--- src/rtl/interval_timing_statistics_defines.svh ---
// Assertion macros shared by the interval timing statistics RTL.
// No dependencies; include with the bare file name.
`ifndef INTERVAL_TIMING_STATISTICS_DEFINES_SVH
`define INTERVAL_TIMING_STATISTICS_DEFINES_SVH

// Implication checked every clock edge outside reset.
`define ITS_ASSERT_IMP(label, clk, rst_n, ante, cons) \
	label: assert property (@(posedge clk) disable iff (!rst_n) (ante) |-> (cons)) \
		else $error("assertion failed");

// Next-cycle implication checked outside reset.
`define ITS_ASSERT_NXT(label, clk, rst_n, ante, cons) \
	label: assert property (@(posedge clk) disable iff (!rst_n) (ante) |=> (cons)) \
		else $error("assertion failed");

`endif

--- src/rtl/its_pkg.sv ---
// Package for interval timing statistics: payload structs, codes, constants.
// No dependencies.
`timescale 1ns / 1ps
package its_pkg;

	localparam logic [29:0] NS_PER_SEC = 30'd1000000000;
	localparam logic [29:0] NS_MAX     = 30'd999999999;

	typedef enum logic [1:0] {
		OP_START = 2'd0,
		OP_STOP  = 2'd1,
		OP_READ  = 2'd2,
		OP_READ3 = 2'd3
	} opcode_t;

	typedef enum logic [1:0] {
		ST_OK         = 2'd0,
		ST_START_BUSY = 2'd1,
		ST_STOP_IDLE  = 2'd2
	} status_t;

	typedef enum logic [1:0] {
		SEL_LAST = 2'd0,
		SEL_MIN  = 2'd1,
		SEL_MAX  = 2'd2,
		SEL_MEAN = 2'd3
	} stat_sel_t;

	typedef struct packed {
		logic [1:0]  opcode;
		logic [3:0]  id;
		logic [1:0]  stat_select;
		logic [31:0] now_sec;
		logic [29:0] now_nsec;
		logic [63:0] now_ticks;
	} in_item_t;

	typedef struct packed {
		logic [1:0]  status;
		logic        measuring;
		logic [31:0] count;
		logic [31:0] stat_sec;
		logic [29:0] stat_nsec;
		logic [63:0] stat_ticks;
	} out_item_t;

	typedef struct packed {
		logic [31:0] sec;
		logic [29:0] nsec;
		logic [63:0] ticks;
	} stamp_t;

	// One record as held in memory.
	typedef struct packed {
		logic        running;
		logic [31:0] count;
		stamp_t      start;
		stamp_t      last;
		stamp_t      min;
		stamp_t      max;
		stamp_t      mean;
	} record_t;

	localparam int REC_W = $bits(record_t);

	typedef enum logic [2:0] {
		S_CLEAR,
		S_IDLE,
		S_READ,
		S_EXEC,
		S_MUL,
		S_DIV,
		S_WRITE,
		S_OUT
	} state_t;

	// Handshake between sequencer and divider.
	typedef struct packed {
		logic start;
	} div_req_t;

	typedef struct packed {
		logic busy;
		logic done;
	} div_stat_t;

	// a < b on (sec, nsec)
	function automatic logic stamp_lt(stamp_t a, stamp_t b);
		return (a.sec < b.sec) || ((a.sec == b.sec) && (a.nsec < b.nsec));
	endfunction

endpackage

--- src/rtl/its_div.sv ---
// Restoring divider: three dividends (96, 64, 96 bits) over one 32-bit divisor.
// Uses its_pkg; one quotient bit per dividend per cycle; ticks stop at 64 bits.
`timescale 1ns / 1ps
module its_div (
	input  logic              clk,
	input  logic              arst_n,
	input  its_pkg::div_req_t req,
	input  logic [95:0]       num_sec,
	input  logic [95:0]       num_nsec,
	input  logic [63:0]       num_ticks,
	input  logic [31:0]       den,
	output its_pkg::div_stat_t stat,
	output logic [31:0]       q_sec,
	output logic [29:0]       q_nsec,
	output logic [63:0]       q_ticks
);
	import its_pkg::*;

	logic [95:0] ns_q, nn_q, qs_q, qn_q;
	logic [63:0] nt_q, qt_q;
	logic [32:0] rs_q, rn_q, rt_q;
	logic [31:0] den_q;
	logic [6:0]  cnt_q;
	logic        busy_q, done_q;
	logic [32:0] ts, tn, tt;
	logic        ks, kn, kt;

	always_comb begin
		ts = {rs_q[31:0], ns_q[95]};
		tn = {rn_q[31:0], nn_q[95]};
		tt = {rt_q[31:0], nt_q[63]};
		ks = ts >= {1'b0, den_q};
		kn = tn >= {1'b0, den_q};
		kt = (cnt_q < 7'd64) && (tt >= {1'b0, den_q});
	end

	always_ff @(posedge clk or negedge arst_n) begin
		if (!arst_n) begin
			busy_q <= 1'b0;
			done_q <= 1'b0;
			cnt_q  <= '0;
		end else begin
			done_q <= 1'b0;
			if (req.start) begin
				busy_q <= 1'b1;
				cnt_q  <= 7'd0;
			end else if (busy_q) begin
				cnt_q <= cnt_q + 7'd1;
				if (cnt_q == 7'd95) begin
					busy_q <= 1'b0;
					done_q <= 1'b1;
				end
			end
		end
	end

	always_ff @(posedge clk) begin
		if (req.start) begin
			ns_q  <= num_sec;
			nn_q  <= num_nsec;
			nt_q  <= num_ticks;
			den_q <= den;
			rs_q  <= '0;
			rn_q  <= '0;
			rt_q  <= '0;
			qs_q  <= '0;
			qn_q  <= '0;
			qt_q  <= '0;
		end else if (busy_q) begin
			ns_q <= {ns_q[94:0], 1'b0};
			nn_q <= {nn_q[94:0], 1'b0};
			qs_q <= {qs_q[94:0], ks};
			qn_q <= {qn_q[94:0], kn};
			rs_q <= ks ? ts - {1'b0, den_q} : ts;
			rn_q <= kn ? tn - {1'b0, den_q} : tn;
			// ticks shift only while cnt_q is below 64
			if (cnt_q < 7'd64) begin
				nt_q <= {nt_q[62:0], 1'b0};
				qt_q <= {qt_q[62:0], kt};
				rt_q <= kt ? tt - {1'b0, den_q} : tt;
			end
		end
	end

	assign stat.busy = busy_q;
	assign stat.done = done_q;
	assign q_sec     = qs_q[31:0];
	assign q_nsec    = qn_q[29:0];
	assign q_ticks   = qt_q;
endmodule

--- config.mk ---
export PLATFORM = sky130hd
export DESIGN_NAME = its_div
export DESIGN_NICKNAME = d
export VERILOG_FILES = /design/src/rtl/interval_timing_statistics_defines.svh /design/src/rtl/its_pkg.sv /design/src/rtl/its_div.sv
export SDC_FILE = /design/constraint.sdc
export NUM_CORES = 1
export LEC_CHECK = 0
export BUFFER_PORTS_ARGS = -buffer_cell sky130_fd_sc_hd__buf_2
export CAP_MARGIN = 5
export CORE_MARGIN = 1.5
export CORE_UTILIZATION = 41
export CTS_CLUSTER_DIAMETER = 200
export CTS_CLUSTER_SIZE = 14
export DETAILED_ROUTE_END_ITERATION = 12
export PLACE_DENSITY = 0.64
export SETUP_SLACK_MARGIN = 0.4
export SLEW_MARGIN = 20
export SYNTH_ARGS = -nofsm -noshare
export SYNTH_HDL_FRONTEND = slang
export SYNTH_SLANG_ARGS = --single-unit
--- constraint.sdc ---
create_clock -name clk -period 5.2 [get_ports clk]
set_clock_uncertainty 0.2 [all_clocks]
set_input_delay 1.04 -clock clk [delete_from_list [all_inputs] [get_ports clk]]
set_output_delay 1.04 -clock clk [all_outputs]
set_load 0.005 [all_outputs]
==> run metrics <==
CTS tree=built; port bufs=418; post-layout util=48.36%; Final #Nets=2913; Post-route DRC=0; Cell Count, Final, Fillers Out=3340; pin count of the biggest net entering global routing=173; Core Area=60700 µm²; DR pass1 iterations=5; Avg WL per Cell=18.30 µm; DP HPWL=43.85 mm; Mapped Nets=2543; DP Cell Count=3258; CTS Buffer Depth=3; Worst-Skew Late Latency=0.58 ns; worst r2r path cells=13; CTS root buf=clkbuf_16; CP Capture Type=register; leak pwr=12.81 nW; WP data required=5.44 ns; share of cells above drive strength 1=29.93%; worst-path maximum fanout=34; Worst EP arrival=4.06 ns; status=complete, no violations; full die area=63240 µm²; post-cts sizing count=0; RSZ-0062 raised after global routing=false; final setup vio count=0; Setup Crit Path Kind=register to register; clk slew on worst S/H paths=0.07 ns; global-route wire length before repair=94.91 mm; gp weighted congestion=0.8697; worst setup path startpoint=den_q[1]; worst setup path end=rt_q[3]; H-tree depth=2; FF-to-FF End=rt_q[3]; CTS Hold Buffers Added=0; Top FF cell, synth=edfxtp_1; final count of hold timing violations=0; Cell Area, Synth=25320 µm²; Final Max Slew Viols=0; Vias=17849; Reg2Reg Setup Slack=1.38 ns; vias per cell=5.344; Worst Tran Pin Value=1.058 ns; final hold slack=0.09880 ns; initial antenna violation count=31; GRT Total Usage=18.80%; chip width=251.5 µm; synth unique cells=85; Peak Freq=261.7 MHz; gate count after technology mapping=2152; Setup TNS Final=0 ns; clock buffer count from CTS=43; fin crit period=3.821 ns; Async SR Flop Fraction=1.734%; Rows=90; Worst slew margin=29.48%; Place WS=1.345 ns; Chip Height=251.5 µm; Starting Density=41.71%; Fill cells=5492; vias in the first global route=17502; period utilization=73.48%; critical path launch point type=register; final wirelength=61.14 mm; io pins=419; Overflow after GRT=0; clk sinks=519; VDD IR max=235.2 µV; share of the yosys chip area belonging to registers=52.61%; synthesis-to-finish area growth=15.94%; Worst Setup Slack, final=1.379 ns; drt initial violations=876; Setup Buffers After CTS=0; Hold Path Class=input port to asynchronous set/reset pin; antenna viol nets, final=0; YS warnings=0; FF-to-FF Start=den_q[1]; Pwr Density=336.7 nW/µm²; EDFF count, synth=288; #FFs+latches synth=519; Syn Area/Cell=11.76 µm²; max_cap viols=0
==> per-stage QoR <==
step / cell area [µm²] / power [mW]
after floorplan: 25320 / 6.429
after global placement: 28080 / 6.863
after detailed placement: 28080 / 6.898
after CTS: 29300 / 9.997
after global routing: 29340 / 10.37
final: 29350 / 9.884
==> cell type report <==
| class | instances | area, µm² | area share (%) |
|---|---|---|---|
| Antenna cell | 12 | 30.03 | 0.1023 |
| Clock inverter | 3 | 41.29 | 0.1407 |
| Clock buffer | 66 | 1184 | 4.033 |
| Sequential cell | 519 | 13320 | 45.39 |
| Inverter | 61 | 230.2 | 0.7843 |
| Tap cell | 782 | 978.4 | 3.333 |
| Timing Repair Buffer | 436 | 2275 | 7.750 |
| Multi-Input combinational cell | 1461 | 11290 | 38.47 |
==> synth_stat cells (31+ instances only) <==
library cell / number / share of area, %
a21oi_1: 110 / 2.2
ha_1: 97 / 4.8
xor2_1: 31 / 1.1
a211oi_1: 49 / 1.5
nor2_1: 185 / 2.7
mux2i_1: 120 / 4.7
o21ai_1: 41 / 0.81
inv_1: 60 / 0.89
a22o_1: 67 / 2.3
mux2_2: 253 / 11
edfxtp_1: 288 / 34
nand2_1: 119 / 1.8
o21ai_0: 43 / 0.85
a21o_1: 51 / 1.5
dfxtp_1: 222 / 18
xnor2_1: 56 / 1.9
clkbuf_1: 81 / 1.2
==> state kept, by name, indices dropped and copies added, names as in the netlist <==
register and count:
qn_q 30, rs_q 32, ns_q 96, busy_q 1, rn_q 32, nn_q 96
q_ticks 64, nt_q 64, rt_q 32, cnt_q 7, qs_q 32, done_q 1
den_q 32
==> power by group <==
part	internal, mW	total [mW]	switching (mW)
logic	0.907	1.95	1.04
registers	4.70	4.88	0.171
clock network	1.57	3.06	1.49
==> worst min-delay path by stage <==
stage | to | startpoint | cells past startpoint
6_report | cnt_q[3] | arst_n | 1
5_1_grt | cnt_q[3] | arst_n | 1
4_1_cts | busy_q | arst_n | 1
3_5_place_dp | rt_q[31] | rt_q[31] | 2
3_3_place_gp | rt_q[31] | rt_q[31] | 2
2_1_floorplan | rt_q[31] | rt_q[31] | 2
==> metal layers <==
layer | GRT usage [%] | share of wire, % | up-vias
met5 | 0 | 0.33 | -
met4 | 6.248 | 2.9 | 38
met3 | 5.519 | 7.0 | 140
met2 | 31.51 | 48 | 449
met1 | 23.14 | 42 | 8497
li1 | - | - | 8725
==> cells by family after synthesis <==
group                      count (synthesis)  synth area share (%)
AOI/OAI and AO/OA                        462                 12.51
xor gates and xnor gates                  87                 3.010
adders and majority gates                100                 5.031
buffers and inverters                    172                 2.906
DFF                                      519                 52.61
muxes                                    374                 16.04
and+or+nand+nor                          438                 7.888
==> cell usage in the layout, fill, tap and decap left out, drive strengths merged, types with 5 or more instances in the layout <==
| master | instances |
|---|---|
| a2111oi | 5 |
| a211oi | 50 |
| a21o | 53 |
| a21oi | 112 |
| a22o | 67 |
| a311oi | 10 |
| a31oi | 13 |
| and2 | 8 |
| and3 | 11 |
| buf | 436 |
| clkbuf | 66 |
| dfrtp | 9 |
| dfxtp | 222 |
| diode | 12 |
| edfxtp | 288 |
| ha | 97 |
| inv | 61 |
| mux2 | 254 |
| mux2i | 120 |
| nand2 | 121 |
| nand2b | 20 |
| nand3 | 17 |
| nand4 | 17 |
| nor2 | 187 |
| nor2b | 17 |
| nor3 | 14 |
| nor4 | 5 |
| o211ai | 13 |
| o21a | 10 |
| o21ai | 85 |
| o21bai | 6 |
| o31ai | 10 |
| or3 | 5 |
| xnor2 | 56 |
| xor2 | 31 |
==> worst max-delay path: stages, from the launching register on <==
cell,delay (ns)
edfxtp_1,0.47
inv_1,0.13
ha_1,0.32
nor2b_1,0.13
o21ai_1,0.09
a21oi_1,0.27
o21ai_1,0.18
o21a_1,0.22
o21ai_1,0.33
a31oi_1,0.26
o211ai_4,0.20
buf_4,0.49
mux2i_1,0.26
o22ai_1,0.08
No activity file was read; power rests on OpenSTA's default activity.
