<file path="src/rtl/interval_timing_statistics_defines.svh">
// Assertion macros shared by the interval timing statistics RTL.
// No dependencies; include with the bare file name.
`ifndef INTERVAL_TIMING_STATISTICS_DEFINES_SVH
`define INTERVAL_TIMING_STATISTICS_DEFINES_SVH

// Implication checked every clock edge outside reset.
`define ITS_ASSERT_IMP(label, clk, rst_n, ante, cons) \
	label: assert property (@(posedge clk) disable iff (!rst_n) (ante) |-> (cons)) \
		else $error("assertion failed");

// Next-cycle implication checked outside reset.
`define ITS_ASSERT_NXT(label, clk, rst_n, ante, cons) \
	label: assert property (@(posedge clk) disable iff (!rst_n) (ante) |=> (cons)) \
		else $error("assertion failed");

`endif

</file>
<file path="src/rtl/its_ram.sv">
// Generic single-port RAM with registered read.
// No dependencies.
`timescale 1ns / 1ps
module its_ram #(
	parameter int WIDTH = 8,
	parameter int DEPTH = 16
) (
	input  logic                     clk,
	input  logic                     we,
	input  logic [$clog2(DEPTH)-1:0] addr,
	input  logic [WIDTH-1:0]         wdata,
	output logic [WIDTH-1:0]         rdata
);
	logic [WIDTH-1:0] mem [DEPTH];

	always_ff @(posedge clk) begin
		if (we) begin
			mem[addr] <= wdata;
		end
		rdata <= mem[addr];
	end
endmodule

</file>
<file path="config.mk">
export PLATFORM = sky130hd
export DESIGN_NAME = its_ram
export DESIGN_NICKNAME = d
export VERILOG_FILES = /design/src/rtl/interval_timing_statistics_defines.svh /design/src/rtl/its_ram.sv
export SDC_FILE = /design/constraint.sdc
export NUM_CORES = 1
export LEC_CHECK = 0
export ABC_AREA = 1
export CAP_MARGIN = 5
export CORE_MARGIN = 3
export CORE_UTILIZATION = 45
export CTS_CLUSTER_SIZE = 14
export DETAILED_ROUTE_END_ITERATION = 7
export DONT_BUFFER_PORTS = 1
export SYNTH_ARGS = -nofsm -noshare
export SYNTH_HDL_FRONTEND = slang
export SYNTH_SLANG_ARGS = --single-unit
</file>
<file path="constraint.sdc">
create_clock -name clk -period 1.8 [get_ports clk]
set_input_delay 0.54 -clock clk [delete_from_list [all_inputs] [get_ports clk]]
set_output_delay 0.54 -clock clk [all_outputs]
set_load 0.03 [all_outputs]
</file>
==> run_results.csv, run 1 <==
group,metric,value,unit
run_status,outcome,"completed",
power_and_ir_drop,ir_drop,0.000784,V
layout,area_growth,14.3,%
clock_network,cts_root_buf,"clkbuf_16",
floorplan,core_area,12100,um^2
setup_path,cp_max_fo,1,
sta,setup_viol,0,
layout,drive_above_1_share,8.51,%
sta,rsz0062_at_grt,"no",
power_and_ir_drop,power,0.00707,W
clock_network,cts_sinks,136,
floorplan,start_util,46.4,%
placement,place.gp.congestion,0.769,
synth,synth_edf_count,128,
sta,slew-limit-headroom,66.9,%
power_and_ir_drop,p_leak,2.70,nW
layout,design_area,6390,um^2
clock_network,clock_latency,0.42,ns
setup_path,path_class,"reg -> out",
global_routing,overflow,0,
synth,yosysWarnings,0,
layout,nets,579,
floorplan,fp.dieArea,13800,um^2
layout,diodes,0,
clock_network,clock_path_buffers,2,
synth,syn_nets,562,
route,drc,0,
sta,holdWs,0.215,ns
synth,syn_inst,548,
clock_network,cts_tree,"yes",
route,vias,3573,
sta,period_share,80.3,%
clock_network,cts_resized,0,
sta,finalCriticalPeriod,1.45,ns
sta,max_freq,692,MHz
floorplan,rows,40,
synth,synth_top_cell_area_share,68.7,%
synth,syn_area,5590,um^2
synth,synth_area_leaders,"edfxtp_1, nand2_1, dfxtp_1",
clock_network,cts_hold_buffers,0,
clock_network,clk_pin_slew,0.05,ns
route,totalWireLength,12000,um
global_routing,grt_first_pass_wirelength,19200,um
floorplan,fp.dieW,117,um
route,drt_iter0_drc,266,
route,wl_per_cell,16.2,um
setup_path,cp.arrival,0.91,ns
synth,synth_area_per_cell,10.2,um^2
placement,numPortBuffers,0,
setup_path,required,1.26,ns
sta,drv_slew,0,
min_path,hp-class,"in -> reg",
route,drtPass1Iterations,5,
synth,yosys-top-cells-count,"nand2_1, edfxtp_1, inv_1, nor2_1, buf_2",
setup_path,crit_path_start_kind,"register",
route,ant_nets,0,
power_and_ir_drop,power_density,1110,nW/um^2
clock_network,htreeDepth,4,
floorplan,die_h,117,um
synth,yosysMostFrequentCell,"nand2_1",
global_routing,grt_usage,18.6,%
sta,hold_violations,0,
clock_network,cts_buffers,17,
synth,synth_cell_type_count,11,
global_routing,grt_max_degree,68,
setup_path,cp-end-kind,"output port",
synth,synthFlopType,"edfxtp_1",
layout,num-fill-cells,1090,
job,maxCapViolations,0,
placement,hpwl,7050,um
sta,fin_worst_skew,0.00982,ns
floorplan,ios,22,
synth,synth_area_leader_cell,"edfxtp_1",
synth,synthArstFlopShare,0,%
global_routing,grt_antenna_before_repair,0,
placement,place_area,5860,um^2
synth,ys_ff_latch,136,
sta,worst_pin_slew,0.496,ns
clock_network,postCtsSetupBuffers,0,
synth,seq_area_frac_synth,71.6,%
global_routing,grt_pass1_vias,3460,
route,viasPerCell,4.80,
sta,tns,0,ns
==> worst paths after layout <==
kind / from / to / slack, ns / cells past startpoint
max: rdata[5] / rdata[5] / 0.35 / 0
min: wdata[5] / mem[11][5] / 0.22 / 0
max reg2reg: mem[13][5] / rdata[5] / 0.78 / 8
min reg2reg: mem[8][0] / rdata[0] / 0.71 / 8
==> metal layers <==
metal  vias to the layer above  global-route usage (%)  part of all wire, %
met1                      1679                    25.0                   46
met3                        17                    5.67                  6.2
met4                         0                    7.40                  1.7
met5                         -                       0                    0
li1                       1782                       -                    -
met2                        95                    28.4                   46
==> flip-flops by register name, indices dropped and copies added, names as in the netlist <==
register and flops:
rdata 8, mem 128
==> layout by cell type (no fill, tap or decap), drive strengths merged <==
cell type and instances:
nand2 346, clkbuf 25, dfxtp 8, inv 22, edfxtp 128, buf 19, bufinv 2, clkinv 4
nand3 4, nor2 18
==> kinds of logic (layout without fill, tap and decap cells) <==
group	Yosys count	count (layout)	synth area share, %
buffers and inverters	44	72	3.62
DFF	136	136	71.6
and+or+nand+nor	368	368	24.8
==> layout make-up <==
type                    count  area, um^2  area share, %
well taps                 168         210           3.29
flip-flops and latches    136        4000           62.6
inverters                  23        86.3           1.35
multi-input cells         368        1410           22.0
clock buffers              25         455           7.13
clock inverters             5        73.8           1.16
repair buffers             19         155           2.43
==> per-stage QoR <==
stage / util (%) / worst slack (ns) / cells
finish: 53.0 / 0.355 / 744
global route: 53.0 / 0.320 / 744
CTS: 53.0 / 0.334 / 744
detailed placement: 48.6 / 0.145 / 714
global placement: 48.6 / 0.190 / 714
floorplan: - / -0.117 / 548
==> power breakdown <==
part | total, W | switching (W) | internal, W
clock network | 0.00317 | 0.00116 | 0.00201
logic | 0.000297 | 0.000200 | 0.0000972
registers | 0.00361 | 0.0000625 | 0.00355
total | 0.00707 | 0.00142 | 0.00565
Power figures use the tool's default switching activity.
==> inputs of run 2 (changes only) <==
Settings changed: ABC_AREA 1 to 0.
Clock period 1.8 ns to 1.3 ns, I/O delays scaled along.
==> run 2 against run 1 <==
Compared with the run above:
- critical endpoint is now rdata[6]
- sequential power rose by 39%
- non-clock buffer count is 1 higher
- design area is 2.8% lower
- core utilization up 3.8 points
- the flow now finishes with violations (setup timing)
- largest cell class unchanged
- sequential share of layout area rose by 1.9 points
==> run_results.csv, run 2 <==
group,metric,value,unit
run_status,outcome,"complete, but fails checks",
run_status,violations,"setup timing",
power_and_ir_drop,ir_drop,0.000838,V
layout,design_area,6210,um^2
sta,hold_violations,0,
sta,setup_slack,-0.0444,ns
global_routing,grt_first_pass_wirelength,15100,um
min_path,hp-class,"in -> reg",
synth,synthFlopType,"edfxtp_1",
route,wl_per_cell,24.3,um
synth,synth_area_leaders,"edfxtp_1, mux4_2, dfxtp_1",
layout,largestRegisters,"mem: 128 flops, rdata: 8 flops",
layout,final_common_cell,"edfxtp_1",
synth,yosysWarnings,0,
floorplan,ios,22,
clock_network,cts_root_buf,"clkbuf_16",
layout,diodes,0,
floorplan,rows,38,
synth,synth_top_cell_area_share,75.9,%
floorplan,start_util,46.3,%
clock_network,cts_tree,"yes",
sta,setup_viol,2,
clock_network,clock_latency,0.41,ns
route,drc,0,
layout,nets,272,
synth,synth_cell_type_count,18,
global_routing,overflow,0,
synth,synth_area_leader_cell,"edfxtp_1",
layout,area_growth,22.6,%
power_and_ir_drop,switchingPower,0.00190,W
clock_network,cts_buffers,17,
synth,syn_area,5070,um^2
placement,hpwl,6340,um
power_and_ir_drop,p_leak,1.98,nW
sta,slew-limit-headroom,36.6,%
setup_path,path_class,"reg -> reg",
layout,drive_above_1_share,42.4,%
sta,tns,-0.0515,ns
power_and_ir_drop,seqPwrFrac,51.0,%
clock_network,htreeDepth,4,
clock_network,clk_pin_slew,0.06,ns
placement,place_area,5610,um^2
power_and_ir_drop,p_int,0.00792,W
global_routing,grt_pass1_vias,2438,
layout,final_cell_mix,"edfxtp_1, mux4_2, clkbuf_16",
setup_path,cp_max_fo,1,
global_routing,grt_max_degree,40,
placement,numPortBuffers,0,
power_and_ir_drop,clkPwrFrac,45.5,%
synth,syn_inst,230,
route,totalWireLength,9970,um
route,ant_nets,0,
synth,seq_area_frac_synth,79.0,%
synth,yosys-top-cells-count,"edfxtp_1, mux4_2, a22oi_1, nor2_1, nand2_1",
synth,yosysMostFrequentCell,"edfxtp_1",
clock_network,cts_sinks,136,
placement,pre_cts_ws,-0.207,ns
setup_path,required,1.58,ns
clock_network,clock_path_buffers,2,
power_and_ir_drop,comb_power_share,3.5,%
floorplan,core_area,10900,um^2
synth,ys_ff_latch,136,
route,drtPass1Iterations,4,
sta,drv_slew,0,
sta,max_freq,744,MHz
sta,worst_pin_slew,0.949,ns
sta,rsz0062_at_grt,"yes",
setup_path,crit_path_start_kind,"register",
placement,place.gp.congestion,0.692,
synth,synth_area_per_cell,22.0,um^2
power_and_ir_drop,sw_frac_of_total,19.3,%
global_routing,grt_antenna_before_repair,0,
floorplan,fp.dieArea,12600,um^2
global_routing,grt_usage,17.0,%
floorplan,die_h,112,um
route,drt_iter0_drc,202,
power_and_ir_drop,power_density,1580,nW/um^2
synth,syn_nets,244,
job,maxCapViolations,0,
floorplan,fp.dieW,112,um
sta,fin_worst_skew,0.00750,ns
route,vias,2290,
synth,synthArstFlopShare,0,%
setup_path,cp.arrival,1.62,ns
layout,regMostFlops,"mem",
sta,period_share,103,%
sta,finalCriticalPeriod,1.34,ns
layout,largest_reg_flops,128,
route,viasPerCell,5.57,
synth,synth_edf_count,128,
setup_path,cp-end-kind,"register",
[run 2: cell types whose count changed in the layout (fill, tap and decap cells not counted), moves of 7 or more]
| cell | change |
|---|---|
| nor2_2 | -8 |
| mux4_2 | +32 |
| a22oi_1 | +8 |
| buf_12 | +8 |
| nand2_1 | -338 |
| nor2_4 | +12 |
| nor2_1 | -9 |
| inv_1 | -21 |
| buf_4 | -7 |
| a22oi_2 | +8 |
[run 2: path summary, 6_finish.rpt]
check | start | to | slack, ns | cells after the start
worst max-delay path | mem[3][6] | rdata[6] | -0.04 | 3
worst min-delay path | wdata[5] | mem[5][5] | 0.07 | 0
worst max register to register | mem[3][6] | rdata[6] | -0.04 | 3
worst min register to register | mem[8][5] | rdata[5] | 0.69 | 3
[run 2: timing repair]
item | 4_1_cts | 5_1_grt
hold buffers | 0 | 0
resized for setup | 10 | 3
buffers inserted | 0 | 0
pin swaps | 1 | 5
setup endpoints to repair | 13 | 12
gates cloned | 0 | 0
[run 2: layer usage]
metal | GRT usage, % | routed length [um] | up-vias
met5 | 0 | 0 | -
met4 | 5.53 | 91 | 0
met3 | 6.04 | 509 | 6
met2 | 26.6 | 4980 | 45
met1 | 22.4 | 4380 | 1218
li1 | - | - | 1021
[run 2: critical path: stages, from the launching register on]
cell and delay, ns:
edfxtp_1 0.36, mux4_2 0.51, a22oi_2 0.21, nand2_1 0.13
[run 2: area by class of cell]
class	count	area, um^2
fillers	815	4720
flip-flops and latches	136	4010
multi-input cells	83	1200
clock buffers	23	489
repair buffers	20	263
well taps	140	175
clock inverters	9	72.6
[run 2: logic make-up after synthesis]
logic type	count (synthesis)	share of synthesized area, %
flip-flops	136	79.0
buffers and inverters	11	1.19
multiplexers	32	14.2
AND/OR/NAND/NOR	35	3.21
AO/OA/AOI/OAI	16	2.37
[run 2: per-stage QoR]
stage,total power [W],std cells,utilization [%],hold WS [ns]
after floorplan,0.00539,230,-,0.489
after global placement,0.00542,379,51.3,0.490
after detailed placement,0.00542,379,51.3,0.490
after CTS,0.00988,411,56.8,0.0570
after global routing,0.0101,411,56.8,0.0537
final,0.00981,411,56.8,0.0700
[run 2: power by group through the flow]
stage / sequential (W) / clock [W] / combinational (W)
6_report: 0.00500 / 0.00447 / 0.000343
3_3_place_gp: 0.00509 / 0 / 0.000328
4_1_cts: 0.00500 / 0.00452 / 0.000348
5_1_grt: 0.00501 / 0.00472 / 0.000366
2_1_floorplan: 0.00507 / 0 / 0.000314
3_5_place_dp: 0.00509 / 0 / 0.000333
==> inputs of run 3 (changes only) <==
Settings changed: SETUP_SLACK_MARGIN from default to 0.05.
Clock period 1.3 ns to 1.61 ns, I/O delays scaled along.
==> run 3 against run 2 <==
Compared with the run above:
- the flow now finishes without violations
- sequential cell count stayed put
- clock-buffer cell count is 2 higher
- first-iteration DRC count is 7.9% lower
- global-route usage is 0.074 points higher
- clock power is 11% lower
- critical path depth is 3 lower
- critical path type is now reg -> out
- worst setup slack better by 0.18 ns
- sequential share of layout area is 2.3 points higher
- largest power group unchanged
- worst hold slack better by 0.096 ns
- design area is 3.6% lower
- total power is 16% lower
- clock skew is 0.00090 ns lower
==> run_results.csv, run 3 (synthesized netlist as in run 2, its figures left out) <==
group,metric,value,unit
layout,drive_above_1_share,34.1,%
placement,numPortBuffers,0,
placement,hpwl,5790,um
job,maxCapViolations,0,
floorplan,fp.dieW,112,um
route,drtPass1Iterations,4,
layout,num-fill-cells,834,
global_routing,grt_pass1_vias,2397,
floorplan,fp.dieArea,12600,um^2
power_and_ir_drop,p_leak,1.88,nW
clock_network,clk_pin_slew,0.06,ns
sta,tns,0,ns
global_routing,overflow,0,
sta,hold_violations,0,
route,wl_per_cell,24.6,um
setup_path,reg2reg_from,"mem[3][1]",
min_path,worstHoldPathCells,0,
setup_path,r2r_cells,3,
setup_path,critPathLaunch,"rdata[5]",
layout,largest_reg_flops,128,
setup_path,cp-end-kind,"output port",
setup_path,cp.arrival,0.99,ns
power_and_ir_drop,power_density,1380,nW/um^2
clock_network,cts_buffers,17,
min_path,hp-start,"wdata[1]",
power_and_ir_drop,clkPwrFrac,48.3,%
floorplan,core_area,10900,um^2
power_and_ir_drop,power,0.00827,W
route,drt_iter0_drc,186,
sta,holdWs,0.166,ns
layout,regMostFlops,"mem",
setup_path,crit_path_start_kind,"register",
clock_network,cts_resized,0,
sta,max_freq,678,MHz
global_routing,grt_first_pass_wirelength,15200,um
floorplan,die_h,112,um
sta,drv_slew,0,
setup_path,path_class,"reg -> out",
sta,fin_worst_skew,0.00660,ns
route,totalWireLength,9790,um
layout,nets,259,
power_and_ir_drop,ir_drop,0.00149,V
sta,rsz0062_at_grt,"no",
route,ant_nets,0,
layout,final_cell_mix,"edfxtp_1, mux4_2, clkbuf_16",
floorplan,rows,38,
sta,setup_viol,0,
layout,final_common_cell,"edfxtp_1",
setup_path,critical_path_cell_count,0,
power_and_ir_drop,comb_power_share,2.9,%
clock_network,postCtsSetupBuffers,0,
clock_network,cts_sinks,136,
route,drc,0,
setup_path,cp_max_fo,1,
global_routing,grt_antenna_before_repair,0,
setup_path,required,1.13,ns
clock_network,htreeDepth,4,
clock_network,clock_path_buffers,2,
sta,finalCriticalPeriod,1.48,ns
power_and_ir_drop,p_int,0.00673,W
layout,diodes,0,
sta,slew-limit-headroom,49.2,%
route,vias,2242,
sta,period_share,91.7,%
placement,place.gp.congestion,0.736,
clock_network,cts_tree,"yes",
sta,worst_pin_slew,0.760,ns
route,viasPerCell,5.63,
clock_network,clock_latency,0.41,ns
global_routing,grt_max_degree,40,
power_and_ir_drop,sw_frac_of_total,18.7,%
power_and_ir_drop,seqPwrFrac,48.8,%
run_status,outcome,"completed",
clock_network,cts_root_buf,"clkbuf_16",
clock_network,cts_hold_buffers,0,
power_and_ir_drop,switchingPower,0.00154,W
layout,largestRegisters,"mem: 128 flops, rdata: 8 flops",
floorplan,ios,22,
layout,area_growth,18.1,%
min_path,hp-class,"in -> reg",
floorplan,start_util,46.3,%
global_routing,grt_usage,17.0,%
==> run 3: cell count changes in the layout (fill, tap and decap cells not counted), moves of 4 or more <==
cell,before,now
a22oi_1,8,16
a22oi_2,8,0
buf_12,9,0
buf_4,11,7
clkinv_2,7,2
dfxtp_1,3,8
dfxtp_2,5,0
==> run 3: final timing paths <==
path / endpoint / slack [ns]
setup / recovery: rdata[5] / 0.13
hold / removal: mem[10][1] / 0.17
setup reg to reg: rdata[1] / 0.18
hold reg to reg: rdata[2] / 0.68
==> run 3: through the flow <==
step | area, um^2 | std cells | util, % | setup slack (ns)
2_1_floorplan | 5230 | 230 | - | -0.0117
3_3_place_gp | 5370 | 366 | 49.1 | 0.0152
3_5_place_dp | 5370 | 366 | 49.1 | 0.00536
4_1_cts | 5990 | 398 | 54.7 | 0.122
5_1_grt | 5990 | 398 | 54.7 | 0.0934
6_report | 5990 | 398 | 54.7 | 0.134
==> run 3: power groups by stage <==
stage          logic, W  clock network [W]  registers [W]
2_1_floorplan  0.000240                  0        0.00410
3_3_place_gp   0.000238                  0        0.00411
3_5_place_dp   0.000241                  0        0.00411
4_1_cts        0.000243            0.00406        0.00404
5_1_grt        0.000256            0.00421        0.00404
6_report       0.000238            0.00399        0.00404
==> run 3: final cells by class <==
type | count | area, um^2 | share of cell area, %
clock inverters | 7 | 115 | 1.92
well taps | 140 | 175 | 2.93
multi-input cells | 83 | 1130 | 19.0
clock buffers | 25 | 505 | 8.44
repair buffers | 7 | 52.6 | 0.878
flip-flops and latches | 136 | 4000 | 66.9
==> run 3: metal layers <==
layer  GRT usage (%)  part of all wire, %
met1            24.1                   45
met2            24.0                   46
met3            7.65                  7.6
met4            5.05                 0.89
met5               0                    0
